==> src/sv/mcsw_pkg.sv <==
`default_nettype none
package mcsw_pkg;
	localparam int CELL_W = 12;
	localparam int DEPTH = 4096;
	localparam int CNT_W = 13;
	localparam int GEO_W = 7;
	localparam int FLAG_W = 7;
	localparam int MAX_SIDE = 64;

	localparam logic [FLAG_W-1:0] F_BUILT = 7'h10;
	localparam logic [FLAG_W-1:0] F_SOLVED = 7'h20;
	localparam logic [FLAG_W-1:0] F_PATH = 7'h40;

	localparam logic [1:0] PH_BUILD = 2'd0;
	localparam logic [1:0] PH_SOLVE = 2'd1;
	localparam logic [1:0] PH_SOLVED = 2'd2;

	localparam logic [1:0] KIND_RESTART = 2'd0;
	localparam logic [1:0] KIND_STEP = 2'd1;
	localparam logic [1:0] KIND_READ = 2'd2;

	localparam logic [2:0] ACT_CARVED = 3'd0;
	localparam logic [2:0] ACT_BUILD_DONE = 3'd1;
	localparam logic [2:0] ACT_ADVANCED = 3'd2;
	localparam logic [2:0] ACT_BACKTRACK = 3'd3;
	localparam logic [2:0] ACT_GOAL = 3'd4;
	localparam logic [2:0] ACT_IDLE = 3'd5;
	localparam logic [2:0] ACT_READ = 3'd6;
	localparam logic [2:0] ACT_RESTART = 3'd7;

	typedef struct packed {
		logic start;
		logic [CELL_W-1:0] dividend;
		logic [GEO_W-1:0] divisor;
	} rem_req_t;

	typedef struct packed {
		logic done;
		logic [GEO_W-1:0] rem;
	} rem_rsp_t;

	// direction as flag bit index: 0 N, 1 E, 2 S, 3 W
	function automatic logic [1:0] dir_of(input logic solving, input logic [1:0] k);
		logic [1:0] d;
		case (k)
			2'd0: d = solving ? 2'd2 : 2'd0;
			2'd1: d = solving ? 2'd1 : 2'd2;
			2'd2: d = solving ? 2'd0 : 2'd1;
			default: d = 2'd3;
		endcase
		return d;
	endfunction

	function automatic logic [1:0] mod_small(input logic [7:0] v, input logic [2:0] n);
		logic [3:0] s;
		logic [2:0] r;
		logic [1:0] res;
		s = 4'(v[1:0]) + 4'(v[3:2]) + 4'(v[5:4]) + 4'(v[7:6]);
		r = 3'(s[1:0]) + 3'(s[3:2]);
		if (r >= 3'd3) r = r - 3'd3;
		if (r >= 3'd3) r = r - 3'd3;
		case (n)
			3'd2: res = {1'b0, v[0]};
			3'd3: res = r[1:0];
			3'd4: res = v[1:0];
			default: res = 2'd0;
		endcase
		return res;
	endfunction
endpackage
`default_nettype wire

==> src/sv/mcsw_rem.sv <==
`default_nettype none
module mcsw_rem (
	input wire logic clk,
	input wire logic arst_n,
	input wire mcsw_pkg::rem_req_t req,
	output mcsw_pkg::rem_rsp_t rsp
);
	logic busy_q, done_q;
	logic [3:0] step_q;
	logic [mcsw_pkg::CELL_W-1:0] dvd_q;
	logic [mcsw_pkg::GEO_W-1:0] rem_q, dsr_q, nrem;
	logic [mcsw_pkg::GEO_W:0] t;

	always_comb begin
		t = {rem_q, dvd_q[mcsw_pkg::CELL_W-1]};
		if (t >= {1'b0, dsr_q}) nrem = mcsw_pkg::GEO_W'(t - {1'b0, dsr_q});
		else nrem = t[mcsw_pkg::GEO_W-1:0];
	end

	always_ff @(posedge clk or negedge arst_n) begin
		if (!arst_n) begin
			busy_q <= 1'b0;
			done_q <= 1'b0;
			step_q <= '0;
		end else begin
			done_q <= 1'b0;
			if (req.start) begin
				busy_q <= 1'b1;
				step_q <= '0;
			end else if (busy_q) begin
				step_q <= step_q + 4'd1;
				if (step_q == 4'(mcsw_pkg::CELL_W - 1)) begin
					busy_q <= 1'b0;
					done_q <= 1'b1;
				end
			end
		end
	end

	always_ff @(posedge clk) begin
		if (req.start) begin
			dvd_q <= req.dividend;
			dsr_q <= req.divisor;
			rem_q <= '0;
		end else if (busy_q) begin
			rem_q <= nrem;
			dvd_q <= dvd_q << 1;
		end
	end

	assign rsp = '{done: done_q, rem: rem_q};
endmodule
`default_nettype wire

==> config.mk <==
export PLATFORM = sky130hd
export DESIGN_NAME = mcsw_rem
export DESIGN_NICKNAME = d
export VERILOG_FILES = /design/src/sv/mcsw_pkg.sv /design/src/sv/mcsw_rem.sv
export SDC_FILE = /design/constraint.sdc
export NUM_CORES = 1
export LEC_CHECK = 0
export BUFFER_PORTS_ARGS = -buffer_cell sky130_fd_sc_hd__buf_2
export CORE_ASPECT_RATIO = 0.8
export CORE_UTILIZATION = 45
export DETAILED_ROUTE_END_ITERATION = 8
export MAX_ROUTING_LAYER = met4
export PLACE_DENSITY = 0.64
export SYNTH_ARGS = -nofsm -noshare
export SYNTH_HDL_FRONTEND = slang
export SYNTH_SLANG_ARGS = --single-unit
export TNS_END_PERCENT = 1
==> constraint.sdc <==
create_clock -name clk -period 2.1 [get_ports clk]
set_clock_uncertainty 0.15 [all_clocks]
set_input_delay 0.42 -clock clk [delete_from_list [all_inputs] [get_ports clk]]
set_output_delay 0.42 -clock clk [all_outputs]
set_load 0.02 [all_outputs]
==> metrics.md <==
| Metric | Value |
|---|---|
| Final Setup Violations | `0` |
| ANT cells | `0` |
| Top cell type's share of synthesized area | `0.331` |
| Vias/cell | `5.39` |
| Remaining DRCs | `0` |
| Largest area contributor in the netlist | `edfxtp_1` |
| Status | `finished, final reports clean` |
| WP data arrival | `2.03 ns` |
| CP max-delay cell | `edfxtp_1` |
| Part of the power in combinational logic | `0.351` |
| Most common cell after layout, fill and taps aside | `buf_2` |
| Synth cell types | `49` |
| Yosys reg bits | `32` |
| Ranking of synthesized cells by area | `edfxtp_1 (33%), dfrtp_1 (8.7%), dfxtp_1 (8.1%)` |
| Detail Route Antenna Nets | `0` |
| Clock transition at path regs | `approximately 0.07 ns` |
| Via Count | `~1200` |
| Min-Delay Path Class | `input port to flop` |
| Initial DRC count | `92` |
| H-Tree Depth | `2` |
| Setup TNS | `0 ns` |
| Fillers | `309` |
| Global route overflow | `0` |
| Mapped Cells | `147` |
| Worst-skew pair later-pin latency | `0.28 ns` |
| Part of the Yosys area used for sequential elements | `0.500` |
| CTS tree | `built` |
| Area growth, synth to finish | `18.2%` |
| Internal Power | `0.00134 W` |
| Post-DR wirelength/cell | `13.6 um` |
| Async SR Flop Fraction | `0.188` |
| Critical path's most frequent cell | `inv_1` |
| CTS sink cnt | `32` |
| Clock power share | `0.241` |
| CP Capture Type | `flop` |
| Max Clk Rate | `0.499 GHz` |
| TritonRoute pass-1 iters | `4` |
| Chip height | `57.3 um` |
| First-pass GRT wire length | `5240 um` |
| Max-cap violations | `0` |
| Ys flop type | `edfxtp_1` |
| Post-Syn Area per Cell | `11.7 um2` |
| R2r setup slk | `0.1 ns` |
| Peak supply drop | `~0.52 mV` |
| GP Congestion | `around 0.9` |
| Slew Limit Fails | `0` |
| Most frequent cells in the layout | `buf_2 (29), edfxtp_1 (19), mux2_2 (11), inv_1 (10), and3_1 (10)` |
| Clock tree buffer depth | `2` |
| Rows | `19` |
| Post-CTS Setup Inserts | `0` |
| Post-synth EDFFs | `19` |
| Vias in the first global route | `1109` |
| Crit Path Max Fanout | `7` |
| Core box area | `3540 um2` |
| Slowest cell delay on critical path | `about 0.36 ns` |
| Synth Warn # | `0` |
| PwrDens | `between 900 and 1000 nW/um2` |
| Layout cell share with drive strength beyond 1 | `0.330` |
| Critical Path Source Type | `flop` |
| Num CTS Buffers | `5` |
| Initial Util | `0.486` |
| Leakage Power | `0.944 nW` |
| Worst slew pin tran | `~0.51 ns` |
| Cell chosen for the clock root | `clkbuf_8` |
| Cell count after placement | `between 200 and 250` |
| Sequential share of power | `0.408` |
| Mapped Area | `1720 um2` |
| Net Count, Synth | `around 180` |
| Crit-path cells | `inv_1 > ha_1 > inv_1 > fa_1 > nand3_1 > a31o_4 > and2_4 > o311a_1` |
| Largest net degree at the start of global routing | `21` |
| Sw Share | `0.325` |
| DIE WIDTH | `around 70 um` |
| Die area | `4080 um2` |
| Headroom to the max-slew limit | `0.659` |
| Fin crit share | `0.954` |
| Non-filler cells, final | `approximately 220` |
| Hold Violations, Final | `0` |
| Total GRT Usage | `0.178` |
| Routed WL | `3040 um` |
| IO Count | `30` |
| Hpwl dp | `2290 um` |
| Critical Path RT | `2.12 ns` |
| Initial antenna violation count | `0` |
| Post-layout minimum cycle time | `between 2 and 2.5 ns` |
| Port bufs | `29` |
| NumNets Final | `212` |
| Net load switching power | `0.000646 W` |
| Setup Crit Path Kind | `flop to flop` |
[registers in the layout, summed over array words and instances, names as in the netlist]
| name | flops |
|---|---|
| rem_q | 7 |
| done_q | 1 |
| busy_q | 1 |
| step_q | 4 |
| dvd_q | 12 |
| dsr_q | 7 |
[cell families (layout without fill, tap and decap cells)]
kind of cell	count (synthesis)	count (layout)	share of synthesized area
XOR/XNOR	6	6	0.0305
AO/OA/AOI/OAI	25	25	0.126
AND/OR/NAND/NOR	45	45	0.149
flip-flops	32	32	0.500
multiplexers	12	12	0.0777
buffers and inverters	18	53	0.0472
adder cells (fa/ha/maj)	9	9	0.0697
[through the flow]
stage	util	setup WS, ns	area [um2]	hold WS [ns]	power (W)
finish	0.575	0.0961	2040	0.167	0.00199
global route	0.575	-0.000529	2040	0.148	0.00211
CTS	0.568	0.0620	2010	0.158	0.00198
detailed placement	0.539	0.0115	1910	0.100	0.00149
global placement	0.539	0.0746	1910	0.0936	0.00148
floorplan	-	0.147	1720	-0.0256	0.00132
[power groups by stage]
| stage | registers [W] | logic, W | clock network (W) |
|---|---|---|---|
| 2_1_floorplan | 0.000850 | 0.000467 | 0 |
| 3_3_place_gp | 0.000823 | 0.000657 | 0 |
| 3_5_place_dp | 0.000825 | 0.000669 | 0 |
| 4_1_cts | 0.000812 | 0.000677 | 0.000490 |
| 5_1_grt | 0.000823 | 0.000769 | 0.000520 |
| 6_report | 0.000811 | 0.000697 | 0.000478 |
[layout make-up]
class / count / area [um2] / area share
Clock buffer: 8 / 90.1 / 0.0442
Inverter: 11 / 41.3 / 0.0203
Multi-Input combinational cell: 97 / 807 / 0.396
Sequential cell: 32 / 861 / 0.423
Tap cell: 42 / 52.6 / 0.0258
Timing Repair Buffer: 34 / 185 / 0.0909
[Yosys cell counts, types with 2 or more instances]
cell type	count
dfxtp_1	7
nand4_1	2
nand2_1	6
xor2_1	2
and3_1	10
nand3_1	4
ha_1	8
a31oi_1	4
nor2_1	8
o21ai_1	2
dfrtp_1	6
nor3b_1	3
a21o_1	3
buf_2	2
mux2_2	11
buf_1	2
edfxtp_1	19
xnor2_1	4
o31ai_1	2
inv_1	10
nor2b_1	4
[critical path: cells and delay by family, from the launching register on]
kind / cells / cell delay (ns)
AO/OA/AOI/OAI: 2 / 0.56
adder cells (fa/ha/maj): 2 / 0.40
buffers and inverters: 2 / 0.12
flip-flops: 1 / 0.36
AND/OR/NAND/NOR: 2 / 0.31
[worst paths after layout]
kind / start / to / cells past startpoint
worst max register to register: dvd_q[11] / rem_q[1] / 8
worst min-delay path: req[6] / dsr_q[6] / 1
min in group asynchronous: arst_n / step_q[1] / 2
max in group asynchronous: arst_n / step_q[2] / 2
worst max-delay path: dvd_q[11] / rem_q[1] / 8
worst min register to register: dvd_q[7] / dvd_q[8] / 1
[timing repair]
| item | CTS | global route |
|---|---|---|
| endpoints found under the setup margin | 2 | 6 |
| hold buffers | 1 | 0 |
| cloned | 0 | 0 |
| gates resized for setup | 1 | 4 |
| endpoints found under the hold margin | 6 | 0 |
[metal layers]
metal,vias up,wire [um],global-route usage
met5,-,0,-
met4,0,34,0.0600
met3,4,200,0.0583
met2,35,1340,0.249
met1,552,1470,0.242
li1,617,-,-
No activity file was read; power rests on OpenSTA's default activity.
